<file path="config.mk">
export PLATFORM = sky130hd
export DESIGN_NAME = line_inlier_counter_3d
export DESIGN_NICKNAME = d
export VERILOG_FILES = /design/src/lic3_pkg.sv /design/src/lic3_mac.sv /design/src/lic3_div.sv /design/src/line_inlier_counter_3d.sv
export SDC_FILE = /design/constraint.sdc
export NUM_CORES = 2
export LEC_CHECK = 0
export BUFFER_PORTS_ARGS = -buffer_cell sky130_fd_sc_hd__buf_2
export CELL_PAD_IN_SITES_DETAIL_PLACEMENT = 2
export CELL_PAD_IN_SITES_GLOBAL_PLACEMENT = 2
export CORE_MARGIN = 5
export CORE_UTILIZATION = 32
export DETAILED_ROUTE_END_ITERATION = 6
export HOLD_SLACK_MARGIN = 0.12
export PLACE_DENSITY = 0.65
export SYNTH_ARGS = -nofsm -noshare
export SYNTH_HDL_FRONTEND = slang
export SYNTH_SLANG_ARGS = --single-unit
</file>
<file path="constraint.sdc">
create_clock -name clk -period 10.89 [get_ports clk]
set_input_delay 0.5445 -clock clk [delete_from_list [all_inputs] [get_ports clk]]
set_output_delay 0.5445 -clock clk [all_outputs]
set_load 0.1 [all_outputs]
</file>
<file path="src/lic3_pkg.sv">
// Shared constants, codes and types for the 3D line inlier counter.
`timescale 1ns / 1ps
`default_nettype none

package lic3_pkg;

    // Geometry and count sizing
    localparam int COORD_BITS = 18;
    localparam int MAX_POINTS = 4096;
    localparam int CNT_W      = $clog2(MAX_POINTS + 1);
    localparam int FRAC_BITS  = 16;
    localparam int RATE_W     = FRAC_BITS + 1;

    localparam logic [CNT_W-1:0] CNT_MAX = CNT_W'(MAX_POINTS);

    // Datapath widths of the shared multiply-accumulate unit
    localparam int V_W     = COORD_BITS + 1;    // point minus base
    localparam int HALF_W  = COORD_BITS + 1;    // half of a magnitude word
    localparam int MAG_W   = 2 * HALF_W;        // cross term magnitude
    localparam int CROSS_W = MAG_W;             // signed cross term
    localparam int OP_W    = HALF_W + 1;        // signed multiplier operand
    localparam int PROD_W  = 2 * OP_W;
    localparam int ACC_W   = 2 * MAG_W + 4;     // holds lhs - rhs

    // Stream widths, packed to whole bytes
    localparam int S_DATA_W = ((3 * COORD_BITS + 7) / 8) * 8;
    localparam int M_FLD_W  = 1 + 2 * CNT_W + RATE_W;
    localparam int M_DATA_W = ((M_FLD_W + 7) / 8) * 8;

    // Configuration register indexes
    localparam int NUM_REGS  = 7;
    localparam int REG_IDX_W = $clog2(NUM_REGS);
    localparam logic [REG_IDX_W-1:0] REG_BASE_X   = 3'd0;
    localparam logic [REG_IDX_W-1:0] REG_BASE_Y   = 3'd1;
    localparam logic [REG_IDX_W-1:0] REG_BASE_Z   = 3'd2;
    localparam logic [REG_IDX_W-1:0] REG_DIR_X    = 3'd3;
    localparam logic [REG_IDX_W-1:0] REG_DIR_Y    = 3'd4;
    localparam logic [REG_IDX_W-1:0] REG_DIR_Z    = 3'd5;
    localparam logic [REG_IDX_W-1:0] REG_MAX_DIST = 3'd6;

    // MAC operations
    localparam int MAC_OP_W = 3;
    localparam logic [MAC_OP_W-1:0] MAC_NOP    = 3'd0;
    localparam logic [MAC_OP_W-1:0] MAC_LOAD   = 3'd1;  // cross = a*b
    localparam logic [MAC_OP_W-1:0] MAC_SUB    = 3'd2;  // mag = |cross - a*b|
    localparam logic [MAC_OP_W-1:0] MAC_SQ_LO  = 3'd3;  // acc +/-= lo*lo
    localparam logic [MAC_OP_W-1:0] MAC_SQ_MID = 3'd4;  // acc +/-= 2*hi*lo
    localparam logic [MAC_OP_W-1:0] MAC_SQ_HI  = 3'd5;  // acc +/-= hi*hi

    typedef struct packed {
        logic                clr;
        logic [MAC_OP_W-1:0] op;
        logic                neg;
    } mac_ctrl_t;

endpackage

`default_nettype wire

</file>
<file path="src/lic3_mac.sv">
// Shared multiplier with cross term, magnitude and wide accumulator stages.
`timescale 1ns / 1ps
`default_nettype none

module lic3_mac
    import lic3_pkg::*;
(
    input  wire logic                    clk,
    input  wire logic                    rst_n,
    input  wire mac_ctrl_t               ctrl,
    input  wire logic signed [OP_W-1:0]  op_a,
    input  wire logic signed [OP_W-1:0]  op_b,
    output logic                         le_zero
);

    logic signed [OP_W-1:0]   mul_a;
    logic signed [OP_W-1:0]   mul_b;
    logic signed [OP_W-1:0]   lo_ext;
    logic signed [OP_W-1:0]   hi_ext;
    logic signed [PROD_W-1:0] prod_next;
    logic signed [PROD_W-1:0] prod_reg;
    logic [MAC_OP_W-1:0]      act_reg;
    logic                     neg_reg;
    logic [CROSS_W-1:0]       cross_reg;
    logic [CROSS_W-1:0]       diff;
    logic [MAG_W-1:0]         mag_reg;
    logic [MAG_W-1:0]         mag_next;
    logic [ACC_W-1:0]         prod_ext;
    logic [ACC_W-1:0]         term;
    logic [ACC_W-1:0]         acc_reg;
    logic [ACC_W-1:0]         acc_next;

    // Halves of the stored magnitude as non-negative operands
    assign lo_ext = {{(OP_W-HALF_W){1'b0}}, mag_reg[HALF_W-1:0]};
    assign hi_ext = {{(OP_W-HALF_W){1'b0}}, mag_reg[MAG_W-1:HALF_W]};

    // Issue stage: operand select and the one multiplier
    always_comb
    begin
        mul_a = op_a;
        mul_b = op_b;
        case (ctrl.op)
            MAC_SQ_LO:
            begin
                mul_a = lo_ext;
                mul_b = lo_ext;
            end
            MAC_SQ_MID:
            begin
                mul_a = hi_ext;
                mul_b = lo_ext;
            end
            MAC_SQ_HI:
            begin
                mul_a = hi_ext;
                mul_b = hi_ext;
            end
            default:
            begin
                mul_a = op_a;
                mul_b = op_b;
            end
        endcase
    end

    assign prod_next = mul_a * mul_b;

    always_ff @(posedge clk or negedge rst_n)
    begin
        if (!rst_n)
        begin
            act_reg <= MAC_NOP;
            neg_reg <= 1'b0;
        end
        else
        begin
            act_reg <= ctrl.op;
            neg_reg <= ctrl.neg;
        end
    end

    always_ff @(posedge clk)
    begin
        prod_reg <= prod_next;
    end

    // Action stage: cross difference and its magnitude
    assign diff     = cross_reg - prod_reg[CROSS_W-1:0];
    assign mag_next = diff[CROSS_W-1] ? (~diff + {{(MAG_W-1){1'b0}}, 1'b1}) : diff;

    always_ff @(posedge clk)
    begin
        if (act_reg == MAC_LOAD)
        begin
            cross_reg <= prod_reg[CROSS_W-1:0];
        end
        if (act_reg == MAC_SUB)
        begin
            mag_reg <= mag_next;
        end
    end

    // Action stage: weighted partial square into the accumulator
    assign prod_ext = {{(ACC_W-PROD_W){prod_reg[PROD_W-1]}}, prod_reg};

    always_comb
    begin
        case (act_reg)
            MAC_SQ_MID: term = prod_ext << (HALF_W + 1);
            MAC_SQ_HI:  term = prod_ext << (2 * HALF_W);
            default:    term = prod_ext;
        endcase
    end

    always_comb
    begin
        acc_next = acc_reg;
        if (ctrl.clr)
        begin
            acc_next = '0;
        end
        else if (act_reg == MAC_SQ_LO || act_reg == MAC_SQ_MID || act_reg == MAC_SQ_HI)
        begin
            acc_next = neg_reg ? (acc_reg - term) : (acc_reg + term);
        end
    end

    always_ff @(posedge clk)
    begin
        acc_reg <= acc_next;
    end

    // Accumulator holds |VxD|^2 - T^2*|D|^2
    assign le_zero = acc_reg[ACC_W-1] | (acc_reg == '0);

endmodule

`default_nettype wire

</file>
<file path="src/lic3_div.sv">
// Restoring divider, one quotient bit per cycle, for the inlier fraction.
`timescale 1ns / 1ps
`default_nettype none

module lic3_div
    import lic3_pkg::*;
(
    input  wire logic              clk,
    input  wire logic              rst_n,
    input  wire logic              start,
    input  wire logic [CNT_W-1:0]  num,
    input  wire logic [CNT_W-1:0]  den,
    output logic                   done,
    output logic [RATE_W-1:0]      quotient
);

    localparam int STEP_W = $clog2(RATE_W + 1);
    localparam logic [STEP_W-1:0] STEP_ONE  = STEP_W'(1);
    localparam logic [STEP_W-1:0] STEP_FULL = STEP_W'(RATE_W);

    logic              busy_reg;
    logic              done_reg;
    logic [STEP_W-1:0] step_reg;
    logic [CNT_W:0]    rem_reg;
    logic [CNT_W-1:0]  den_reg;
    logic [RATE_W-1:0] quo_reg;
    logic              ge;
    logic [CNT_W:0]    rem_sub;

    // Trial subtract; numerator <= denominator so the first bit is the integer part
    assign ge      = rem_reg >= {1'b0, den_reg};
    assign rem_sub = ge ? (rem_reg - {1'b0, den_reg}) : rem_reg;

    always_ff @(posedge clk or negedge rst_n)
    begin
        if (!rst_n)
        begin
            busy_reg <= 1'b0;
            done_reg <= 1'b0;
            step_reg <= '0;
        end
        else
        begin
            done_reg <= busy_reg && (step_reg == STEP_ONE);
            if (start)
            begin
                busy_reg <= 1'b1;
                step_reg <= STEP_FULL;
            end
            else if (busy_reg)
            begin
                step_reg <= step_reg - STEP_ONE;
                if (step_reg == STEP_ONE)
                begin
                    busy_reg <= 1'b0;
                end
            end
        end
    end

    always_ff @(posedge clk)
    begin
        if (start)
        begin
            rem_reg <= {1'b0, num};
            den_reg <= den;
        end
        else if (busy_reg)
        begin
            rem_reg <= {rem_sub[CNT_W-1:0], 1'b0};
            quo_reg <= {quo_reg[RATE_W-2:0], ge};
        end
    end

    assign done     = done_reg;
    assign quotient = quo_reg;

endmodule

`default_nettype wire

</file>
<file path="src/line_inlier_counter_3d.sv">
// Top level: configuration, sequencer, cloud counters and result register.
`timescale 1ns / 1ps
`default_nettype none

// Tests each 3D point against a configured line (base point, direction) by the
// exact squared form |(P-B) x D|^2 <= T^2 * |D|^2 and keeps running inlier and
// point counts; a zero direction makes every point an outlier. One 20x20-bit
// multiplier is shared over six terms (three cross components, three bound
// components), each taking six issue slots; a drain state and a count state
// follow before a result is offered, and the block is ready for the next item
// from the cycle in which the result is offered. The count state holds while
// an earlier result still waits in the output register. On the item marked
// last a serial divider then works out the inlier fraction (65536 = 1.0)
// before that result is offered; both counts clear as that item is counted.
// Counts stop at 4096. A finished result waits in the output register while
// the next item is taken; configuration is to be written only while the block
// is idle.
module line_inlier_counter_3d
    import lic3_pkg::*;
(
    input  wire logic                  clk,
    input  wire logic                  rst_n,
    // configuration
    input  wire logic                  cfg_we,
    input  wire logic [REG_IDX_W-1:0]  cfg_index,
    input  wire logic [COORD_BITS-1:0] cfg_data,
    // input items
    input  wire logic                  s_tvalid,
    output logic                       s_tready,
    input  wire logic [S_DATA_W-1:0]   s_tdata,   // point_x, point_y, point_z
    input  wire logic                  s_tlast,   // last_point
    // result items
    output logic                       m_tvalid,
    input  wire logic                  m_tready,
    output logic [M_DATA_W-1:0]        m_tdata,   // is_inlier, inlier_count,
                                                  // point_count, inlier_frac
    output logic                       m_tlast    // cloud_done
);

    localparam logic [2:0] ST_IDLE  = 3'd0;
    localparam logic [2:0] ST_CALC  = 3'd1;
    localparam logic [2:0] ST_DRAIN = 3'd2;
    localparam logic [2:0] ST_COUNT = 3'd3;
    localparam logic [2:0] ST_DIV   = 3'd4;

    // Terms: three cross components, then the three bound components
    localparam logic [2:0] COMP_CROSS_X = 3'd0;
    localparam logic [2:0] COMP_CROSS_Y = 3'd1;
    localparam logic [2:0] COMP_CROSS_Z = 3'd2;
    localparam logic [2:0] COMP_BOUND_X = 3'd3;
    localparam logic [2:0] COMP_BOUND_Y = 3'd4;
    localparam logic [2:0] COMP_BOUND_Z = 3'd5;

    // Issue slots within one term
    localparam logic [2:0] SLOT_LOAD   = 3'd0;
    localparam logic [2:0] SLOT_SUB    = 3'd1;
    localparam logic [2:0] SLOT_GAP    = 3'd2;
    localparam logic [2:0] SLOT_SQ_LO  = 3'd3;
    localparam logic [2:0] SLOT_SQ_MID = 3'd4;
    localparam logic [2:0] SLOT_SQ_HI  = 3'd5;

    localparam logic [CNT_W-1:0] CNT_ONE = CNT_W'(1);

    logic [2:0]             state_reg;
    logic [2:0]             state_next;
    logic [2:0]             comp_reg;
    logic [2:0]             slot_reg;

    logic [COORD_BITS-1:0]  base_x_reg;
    logic [COORD_BITS-1:0]  base_y_reg;
    logic [COORD_BITS-1:0]  base_z_reg;
    logic [COORD_BITS-1:0]  dir_x_reg;
    logic [COORD_BITS-1:0]  dir_y_reg;
    logic [COORD_BITS-1:0]  dir_z_reg;
    logic [COORD_BITS-2:0]  max_dist_reg;

    logic [COORD_BITS-1:0]  pt_x;
    logic [COORD_BITS-1:0]  pt_y;
    logic [COORD_BITS-1:0]  pt_z;
    logic [V_W-1:0]         vx_reg;
    logic [V_W-1:0]         vy_reg;
    logic [V_W-1:0]         vz_reg;
    logic                   last_reg;

    logic [CNT_W-1:0]       inlier_total_reg;
    logic [CNT_W-1:0]       point_total_reg;
    logic [CNT_W-1:0]       it_new;
    logic [CNT_W-1:0]       pt_new;

    logic                   out_valid_reg;
    logic                   out_inl_reg;
    logic [CNT_W-1:0]       out_it_reg;
    logic [CNT_W-1:0]       out_pt_reg;
    logic [RATE_W-1:0]      out_rate_reg;
    logic                   out_done_reg;

    logic                   accept;
    logic                   out_free;
    logic                   count_fire;
    logic                   dir_zero;
    logic                   inl;
    logic                   le_zero;
    logic                   div_done;
    logic [RATE_W-1:0]      div_quo;

    mac_ctrl_t              mac_ctrl;
    logic signed [OP_W-1:0] ext_vx;
    logic signed [OP_W-1:0] ext_vy;
    logic signed [OP_W-1:0] ext_vz;
    logic signed [OP_W-1:0] ext_dx;
    logic signed [OP_W-1:0] ext_dy;
    logic signed [OP_W-1:0] ext_dz;
    logic signed [OP_W-1:0] ext_t;
    logic signed [OP_W-1:0] ld_a;
    logic signed [OP_W-1:0] ld_b;
    logic signed [OP_W-1:0] sb_a;
    logic signed [OP_W-1:0] sb_b;
    logic signed [OP_W-1:0] op_a;
    logic signed [OP_W-1:0] op_b;

    // Handshake
    assign s_tready   = (state_reg == ST_IDLE);
    assign accept     = s_tvalid && s_tready;
    assign out_free   = !out_valid_reg || m_tready;
    assign count_fire = (state_reg == ST_COUNT) && out_free;

    // Configuration registers
    always_ff @(posedge clk or negedge rst_n)
    begin
        if (!rst_n)
        begin
            base_x_reg   <= '0;
            base_y_reg   <= '0;
            base_z_reg   <= '0;
            dir_x_reg    <= '0;
            dir_y_reg    <= '0;
            dir_z_reg    <= '0;
            max_dist_reg <= '0;
        end
        else if (cfg_we)
        begin
            case (cfg_index)
                REG_BASE_X:   base_x_reg   <= cfg_data;
                REG_BASE_Y:   base_y_reg   <= cfg_data;
                REG_BASE_Z:   base_z_reg   <= cfg_data;
                REG_DIR_X:    dir_x_reg    <= cfg_data;
                REG_DIR_Y:    dir_y_reg    <= cfg_data;
                REG_DIR_Z:    dir_z_reg    <= cfg_data;
                REG_MAX_DIST: max_dist_reg <= cfg_data[COORD_BITS-2:0];
                default:      ;
            endcase
        end
    end

    assign dir_zero = (dir_x_reg == '0) && (dir_y_reg == '0) && (dir_z_reg == '0);

    // Capture point minus base on accept
    assign pt_x = s_tdata[COORD_BITS-1:0];
    assign pt_y = s_tdata[2*COORD_BITS-1:COORD_BITS];
    assign pt_z = s_tdata[3*COORD_BITS-1:2*COORD_BITS];

    always_ff @(posedge clk)
    begin
        if (accept)
        begin
            vx_reg   <= {pt_x[COORD_BITS-1], pt_x} - {base_x_reg[COORD_BITS-1], base_x_reg};
            vy_reg   <= {pt_y[COORD_BITS-1], pt_y} - {base_y_reg[COORD_BITS-1], base_y_reg};
            vz_reg   <= {pt_z[COORD_BITS-1], pt_z} - {base_z_reg[COORD_BITS-1], base_z_reg};
            last_reg <= s_tlast;
        end
    end

    // Operands extended to the multiplier width; T zero extended, the rest sign extended
    assign ext_vx = {{(OP_W-V_W){vx_reg[V_W-1]}}, vx_reg};
    assign ext_vy = {{(OP_W-V_W){vy_reg[V_W-1]}}, vy_reg};
    assign ext_vz = {{(OP_W-V_W){vz_reg[V_W-1]}}, vz_reg};
    assign ext_dx = {{(OP_W-COORD_BITS){dir_x_reg[COORD_BITS-1]}}, dir_x_reg};
    assign ext_dy = {{(OP_W-COORD_BITS){dir_y_reg[COORD_BITS-1]}}, dir_y_reg};
    assign ext_dz = {{(OP_W-COORD_BITS){dir_z_reg[COORD_BITS-1]}}, dir_z_reg};
    assign ext_t  = {{(OP_W-COORD_BITS+1){1'b0}}, max_dist_reg};

    // Per term: loaded product and subtracted product
    always_comb
    begin
        ld_a = ext_t;
        ld_b = ext_dx;
        sb_a = '0;
        sb_b = '0;
        case (comp_reg)
            COMP_CROSS_X:
            begin
                ld_a = ext_vy;
                ld_b = ext_dz;
                sb_a = ext_vz;
                sb_b = ext_dy;
            end
            COMP_CROSS_Y:
            begin
                ld_a = ext_vz;
                ld_b = ext_dx;
                sb_a = ext_vx;
                sb_b = ext_dz;
            end
            COMP_CROSS_Z:
            begin
                ld_a = ext_vx;
                ld_b = ext_dy;
                sb_a = ext_vy;
                sb_b = ext_dx;
            end
            COMP_BOUND_X:
            begin
                ld_a = ext_t;
                ld_b = ext_dx;
            end
            COMP_BOUND_Y:
            begin
                ld_a = ext_t;
                ld_b = ext_dy;
            end
            COMP_BOUND_Z:
            begin
                ld_a = ext_t;
                ld_b = ext_dz;
            end
            default:
            begin
                ld_a = '0;
                ld_b = '0;
            end
        endcase
    end

    assign op_a = (slot_reg == SLOT_SUB) ? sb_a : ld_a;
    assign op_b = (slot_reg == SLOT_SUB) ? sb_b : ld_b;

    // MAC control for the current slot
    always_comb
    begin
        mac_ctrl.clr = accept;
        mac_ctrl.neg = (comp_reg >= COMP_BOUND_X);
        mac_ctrl.op  = MAC_NOP;
        if (state_reg == ST_CALC)
        begin
            case (slot_reg)
                SLOT_LOAD:   mac_ctrl.op = MAC_LOAD;
                SLOT_SUB:    mac_ctrl.op = MAC_SUB;
                SLOT_GAP:    mac_ctrl.op = MAC_NOP;    // magnitude settles
                SLOT_SQ_LO:  mac_ctrl.op = MAC_SQ_LO;
                SLOT_SQ_MID: mac_ctrl.op = MAC_SQ_MID;
                SLOT_SQ_HI:  mac_ctrl.op = MAC_SQ_HI;
                default:     mac_ctrl.op = MAC_NOP;
            endcase
        end
    end

    lic3_mac u_mac (
        .clk     (clk),
        .rst_n   (rst_n),
        .ctrl    (mac_ctrl),
        .op_a    (op_a),
        .op_b    (op_b),
        .le_zero (le_zero)
    );

    // Sequencer
    always_comb
    begin
        state_next = state_reg;
        case (state_reg)
            ST_IDLE:
            begin
                if (accept)
                begin
                    state_next = ST_CALC;
                end
            end
            ST_CALC:
            begin
                if (slot_reg == SLOT_SQ_HI && comp_reg == COMP_BOUND_Z)
                begin
                    state_next = ST_DRAIN;
                end
            end
            ST_DRAIN:
            begin
                state_next = ST_COUNT;
            end
            ST_COUNT:
            begin
                if (out_free)
                begin
                    state_next = last_reg ? ST_DIV : ST_IDLE;
                end
            end
            ST_DIV:
            begin
                if (div_done)
                begin
                    state_next = ST_IDLE;
                end
            end
            default:
            begin
                state_next = ST_IDLE;
            end
        endcase
    end

    always_ff @(posedge clk or negedge rst_n)
    begin
        if (!rst_n)
        begin
            state_reg <= ST_IDLE;
            comp_reg  <= COMP_CROSS_X;
            slot_reg  <= SLOT_LOAD;
        end
        else
        begin
            state_reg <= state_next;
            if (accept)
            begin
                comp_reg <= COMP_CROSS_X;
                slot_reg <= SLOT_LOAD;
            end
            else if (state_reg == ST_CALC)
            begin
                if (slot_reg == SLOT_SQ_HI)
                begin
                    slot_reg <= SLOT_LOAD;
                    comp_reg <= comp_reg + 3'd1;
                end
                else
                begin
                    slot_reg <= slot_reg + 3'd1;
                end
            end
        end
    end

    // Saturating cloud counters
    assign inl = le_zero && !dir_zero;

    always_comb
    begin
        pt_new = point_total_reg;
        it_new = inlier_total_reg;
        if (point_total_reg < CNT_MAX)
        begin
            pt_new = point_total_reg + CNT_ONE;
            if (inl && inlier_total_reg < CNT_MAX)
            begin
                it_new = inlier_total_reg + CNT_ONE;
            end
        end
    end

    always_ff @(posedge clk or negedge rst_n)
    begin
        if (!rst_n)
        begin
            inlier_total_reg <= '0;
            point_total_reg  <= '0;
        end
        else if (count_fire)
        begin
            inlier_total_reg <= last_reg ? '0 : it_new;
            point_total_reg  <= last_reg ? '0 : pt_new;
        end
    end

    lic3_div u_div (
        .clk      (clk),
        .rst_n    (rst_n),
        .start    (count_fire && last_reg),
        .num      (it_new),
        .den      (pt_new),
        .done     (div_done),
        .quotient (div_quo)
    );

    // Result register
    always_ff @(posedge clk or negedge rst_n)
    begin
        if (!rst_n)
        begin
            out_valid_reg <= 1'b0;
        end
        else if (count_fire)
        begin
            out_valid_reg <= !last_reg;
        end
        else if (div_done)
        begin
            out_valid_reg <= 1'b1;
        end
        else if (m_tready)
        begin
            out_valid_reg <= 1'b0;
        end
    end

    always_ff @(posedge clk)
    begin
        if (count_fire)
        begin
            out_inl_reg  <= inl;
            out_it_reg   <= it_new;
            out_pt_reg   <= pt_new;
            out_rate_reg <= '0;
            out_done_reg <= last_reg;
        end
        else if (div_done)
        begin
            out_rate_reg <= div_quo;
        end
    end

    assign m_tvalid = out_valid_reg;
    assign m_tdata  = M_DATA_W'({out_rate_reg, out_pt_reg, out_it_reg, out_inl_reg});
    assign m_tlast  = out_done_reg;

    // Checks
    a_one_at_a_time: assert property (@(posedge clk) disable iff (!rst_n)
        (s_tvalid && s_tready) |=> !s_tready)
        else $error("item taken while another is in progress");

    a_rate_on_last: assert property (@(posedge clk) disable iff (!rst_n)
        (out_valid_reg && !out_done_reg) |-> (out_rate_reg == '0))
        else $error("inlier fraction set on an item that does not close the cloud");

    a_count_order: assert property (@(posedge clk) disable iff (!rst_n)
        out_valid_reg |-> (out_it_reg <= out_pt_reg && out_pt_reg != '0))
        else $error("inlier count exceeds point count or point count is zero");

    a_div_in_state: assert property (@(posedge clk) disable iff (!rst_n)
        div_done |-> (state_reg == ST_DIV))
        else $error("divider finished outside the divide state");

endmodule

`default_nettype wire
</file>
# Yosys cells after proc, flatten, opt, wreduce, memory -nomap -nowiden
# Index checks and enable logic that the tools add are counted.
# W data, S select, Z words.
# word_totals
regBits	515
latch_bits	0
ramBits	0
romBits	0
out_inout_bits	51
mem_count	0
# op_classes
addsub	13
multipliers	1
div_mod_pow	0
magnitude_cmp	4
n_eq_ne	32
shifts	0
n_mux	41
n_bitwise	3
reduce_logical	43
# ops
operator	n
$pmux W20 S3	3
$pmux W77 S2	1
$mux W13	8
$add A80 B80 Y80	1
$logic_not A80 Y1	1
$mux W80	1
$pmux W20 S2	2
$pmux W20 S4	1
$sub A80 B80 Y80	1
$sub A18 B18 Y19	3
$logic_not A18 Y1	3
$mul A20 B20 Y40	1
$mux W20	2
$add A38 B1 Y38 const B	1
$not A38 Y38	1
$sub A38 B38 Y38	1
$mux W37	1
$eq A3 B3 Y1 const B	12
$mux W3	12
$eq A3 B2 Y1 const B	10
$pmux W3 S5	2
$add A13 B1 Y13 const B	2
$lt A13 B13 Y1 const B	2
$reduce_and A2 Y1	9
other kinds (22)	56

# Depth between registers and ports, before layout
# depth
ltp_word	9
ltp_mapped	40
depth_no_buf	36

# Hierarchy
# From an unflattened synthesis, not the netlist that was laid out.
# hier_totals
cells_unflattened	5579
area_unflattened_um2	49859.1
# by_module_without_submodules
module	instances	cells_each	area_each_um2	seq_area_each_um2
lic3_mac	1	3972	32703.9	4784.6
line_inlier_counter_3d	1	1378	14466.4	6951.7
lic3_div	1	229	2688.8	1486.4

# Worst setup path before layout
# No wires, ideal clock.
# synth_path
path_type	register to register
startpoint	register state_reg[1]
endpoint	register u_mac.prod_reg[38]
setup_ps	118
arrival_time_ps	8871
required_ps	10772
path_slack_ps	1901
path_stages_with_launch	36
cell_sequence	dfrtp_1 clkbuf_1 nor2_1 nand3_1 nor2_1 and2_1 clkbuf_1 nor2_1 a21oi_1 buf_2 a221oi_1 clkbuf_1 nor2_1 fa_1 inv_1 fa_1 inv_1 fa_1 fa_1 fa_1 fa_1 inv_1 fa_1 inv_1 ha_1 nand2_1 or4b_2 a21oi_1 o21ai_0 a31oi_1 nor2_1 a211oi_1 a211oi_1 a21oi_1 nor2_1 xnor2_1
# synth_rtl
item	line	text
from (decl)	line_inlier_counter_3d.sv:64	logic [2:0] state_reg;
from (signal assigned)	line_inlier_counter_3d.sv:320	state_reg <= state_next;
to (signal assigned)	lic3_mac.sv:84	prod_reg <= prod_next;
to (decl)	lic3_mac.sv:21	logic signed [PROD_W-1:0] prod_reg;

# Worst setup path in the final report
# layout_path
startpoint	register comp_reg[0]
endpoint	register u_mac.prod_reg[38]
# layout_via
elab_chain_cells	6
word_cells_on_any_way	19
# layout_lines
item	line	text
from (decl)	line_inlier_counter_3d.sv:66	logic [2:0] comp_reg;
from (signal assigned)	line_inlier_counter_3d.sv:331	comp_reg <= comp_reg + 3'd1;
$eq A3 B3 Y1, or another cell as far along	line_inlier_counter_3d.sv:189	case (comp_reg)
$reduce_or A3 Y1 (no source line) or $reduce_or A2 Y1 (tied branches)	n/a	
$pmux W20 S4 or $pmux W20 S3 (tied branches)	line_inlier_counter_3d.sv:189	
$mux W20 (on tied branches)	line_inlier_counter_3d.sv:234, line_inlier_counter_3d.sv:235	
$pmux W20 S2	lic3_mac.sv:42	case (ctrl.op)
$mul A20 B20 Y40 (*)	lic3_mac.sv:66	assign prod_next = mul_a * mul_b;
named net u_mac.prod_next[38]	lic3_mac.sv:20	logic signed [PROD_W-1:0] prod_next;
# Mark *: on every way through the listed nets, which the timed path passes. The rest lies on a longest branch.
# A chain may end at the register's enable or synchronous reset.

==> metrics.md <==
| Metric | Value |
|---|---|
| Outcome | `complete, but fails checks` |
| Failing checks | `DRC` |
| Routability cong. | `approximately 0.85` |
| Tightest Hold Check Type | `primary input to register` |
| First-pass GRT wire length | `around 290 mm` |
| Initial antenna violation count | `7` |
| Seq/Total Area, Yosys | `0.2698` |
| Final min period | `10240 ps` |
| Max_cap viols | `0` |
| H-tree depth | `3` |
| WP data required | `roughly 11000 ps` |
| DR WL/cell | `24.61 um` |
| Reg2Reg Depth | `35` |
| Multi-input logic area | `~32000 um^2` |
| Placed Cells | `around 7600` |
| Max reg flops | `80` |
| Post-synth EDFFs | `between 200 and 250` |
| Largest net degree at the start of global routing | `around 100` |
| Final Hold Viols | `0` |
| Vias | `about 42000` |
| Layout Skew | `34.69 ps` |
| FILL cells | `between 15000 and 20000` |
| Placement Rows | `around 140` |
| Slowest cell on the critical path | `or4b_2` |
| CP peak stage delay | `approximately 750 ps` |
| CTS Buf Count | `71` |
| Asr flop ratio synth | `0.3340` |
| Vias per cell | `5.424` |
| Critical Path Source Type | `register` |
| Post-CTS setup buffers | `0` |
| Most used DFF post-synth | `edfxtp_1` |
| All-layer global routing usage | `0.2330` |
| Max Fanout on Critical Path | `13` |
| TritonCTS clock tree | `built` |
| Clk buf depth | `3` |
| Min Hold Slack | `~200 ps` |
| Clock Tree Root | `clkbuf_16` |
| Nets | `6432` |
| Final setup fails | `0` |
| Area delta synth->final | `11.64%` |
| Post-DRT Antenna Nets | `0` |
| Final WL | `189.8 mm` |
| Final Non-Filler Cells | `between 7000 and 8000` |
| I/O Pins | `134` |
| Critical Path AT | `between 10000 and 15000 ps` |
| HPWL after DPL | `roughly 150 mm` |
| Critical path endpoint category | `register` |
| Distinct cell type count after synthesis | `~110` |
| GR Overflow Total | `0` |
| Core area | `~150000 um^2` |
| Register Area | `about 13000 um^2` |
| Vias in the first global route | `about 46000` |
| Later-pin clock latency in the skew report | `a little under 700 ps` |
| Worst-margin pin slew | `between 1000 and 1500 ps` |
| Die W | `between 400 and 500 um` |
| Port bufs | `around 130` |
| Avg Inst Size Synth | `8.829 um^2` |
| Setup TNS Final | `0 ps` |
| Critical path class | `register to register` |
| Tcrit/Tclk final | `0.9400` |
| Mapped Area | `around 49000 um^2` |
| RSZ-0062 raised after global routing | `false` |
| Yosys warning total | `0` |
| Worst-path clk slew | `roughly 60 ps` |
| Initial DRC count | `approximately 2300` |
| Cells on Worst Hold Path | `3` |
| Cells after synthesis | `~5600` |
| Synth Register Bits | `between 500 and 600` |
| Share of post-route cells with drive strength above 1 | `0.09629` |
| Rel. slew slack | `0.1112` |
| Initial Util | `0.3223` |
| Max Transition Viols Final | `0` |
| Most common cell on crit path | `fa_1` |
| Chip height | `about 400 um` |
| FMAX | `around 98 MHz` |
| Die area | `~160000 um^2` |
| DRC | `4` |
| TritonRoute pass-1 iters | `7` |
| CTS Sinks | `515` |
[metrics by stage]
| stage | worst slack, ps | utilization | cell area, um^2 |
|---|---|---|---|
| after global placement | 711.6 | 0.3439 | 52300 |
| after global routing | 46.80 | 0.3597 | 54710 |
| after detailed placement | 484.8 | 0.3439 | 52300 |
| after CTS | 368.7 | 0.3596 | 54700 |
| after floorplan | 1901 | - | 49020 |
| final | 653.7 | 0.3598 | 54710 |
[final cells by class]
| cell class | count | area share |
|---|---|---|
| Timing Repair Buffer | 259 | 0.03112 |
| Multi-Input combinational cell | 4076 | 0.5892 |
| Inverter | 699 | 0.04800 |
| Clock buffer | 102 | 0.03773 |
| Sequential cell | 515 | 0.2417 |
| Clock inverter | 30 | 0.005717 |
| Tap cell | 2030 | 0.04642 |
| Antenna cell | 2 | 0.00009147 |
[layer usage]
layer | share of wire | global-route usage
met1 | 0.47 | 0.3255
met2 | 0.46 | 0.3842
met3 | 0.046 | 0.03092
met4 | 0.023 | 0.05520
met5 | 0 | 0
[synthesized netlist by cell type, types with 42 or more instances]
cell type	count	area, um^2
inv_1	696	2613
nor3_1	95	475.5
nor2b_1	43	269.0
a21o_1	96	720.7
xnor2_1	209	1831
and3_1	58	362.9
ha_1	300	3754
clkbuf_1	211	792.0
dfrtp_1	172	4304
dfxtp_1	138	2763
a221oi_1	42	367.9
a31oi_1	52	325.3
nand3_1	89	445.4
nand4_1	60	375.4
nor2_1	514	1929
xor2_1	99	867.1
edfxtp_1	205	6156
nand2_1	594	2230
fa_1	427	8548
nand2b_1	52	325.3
nor4_1	46	287.8
mux2_2	86	968.4
a21oi_1	390	1952
o21ai_0	248	1241
[worst paths after layout]
path	slack, ps	from	end
max	650	comp_reg[0]	u_mac.prod_reg[38]
min	200	cfg_data[2]	base_z_reg[2]
max reg2reg	650	comp_reg[0]	u_mac.prod_reg[38]
min reg2reg	440	u_div.quotient[15]	u_div.quotient[16]
max in group asynchronous	8680	rst_n	u_mac.act_reg[0]
min in group asynchronous	560	rst_n	base_y_reg[8]
[repair_timing]
item | 4_1_cts | 5_1_grt
endpoints found under the hold margin | 103 | 0
resized for setup | 0 | 5
hold buffers | 2 | 0
setup endpoints to repair | 0 | 1
[worst max-delay path, delay by kind of cell, from the launching register on]
kind                       cells  cell delay [ps]
xor gates and xnor gates       1              120
DFF                            1              430
AOI/OAI and AO/OA              8             2130
and+or+nand+nor               10             2440
buffers and inverters          7              700
adders and majority gates      9             4260
[cells in the final DEF (no fill, tap or decap), types with 170 or more instances in the layout]
cell,synthesis,layout
xnor2_1,209,209
dfrtp_1,172,170
inv_1,696,694
edfxtp_1,205,205
nand2_1,594,592
nor2_1,514,510
a21oi_1,390,386
fa_1,427,427
ha_1,300,300
o21ai_0,248,247
[cells by family after synthesis]
family	synth area share
compound gates	0.1613
flops	0.2698
mux	0.02711
xor+xnor	0.05504
fa+ha+maj	0.2510
simple gates	0.1602
other cells	0.00007652
buf+inv	0.07544
Power is not shown: default switching activity piles up to over one toggle a cycle in this logic, so the estimate is an artifact.
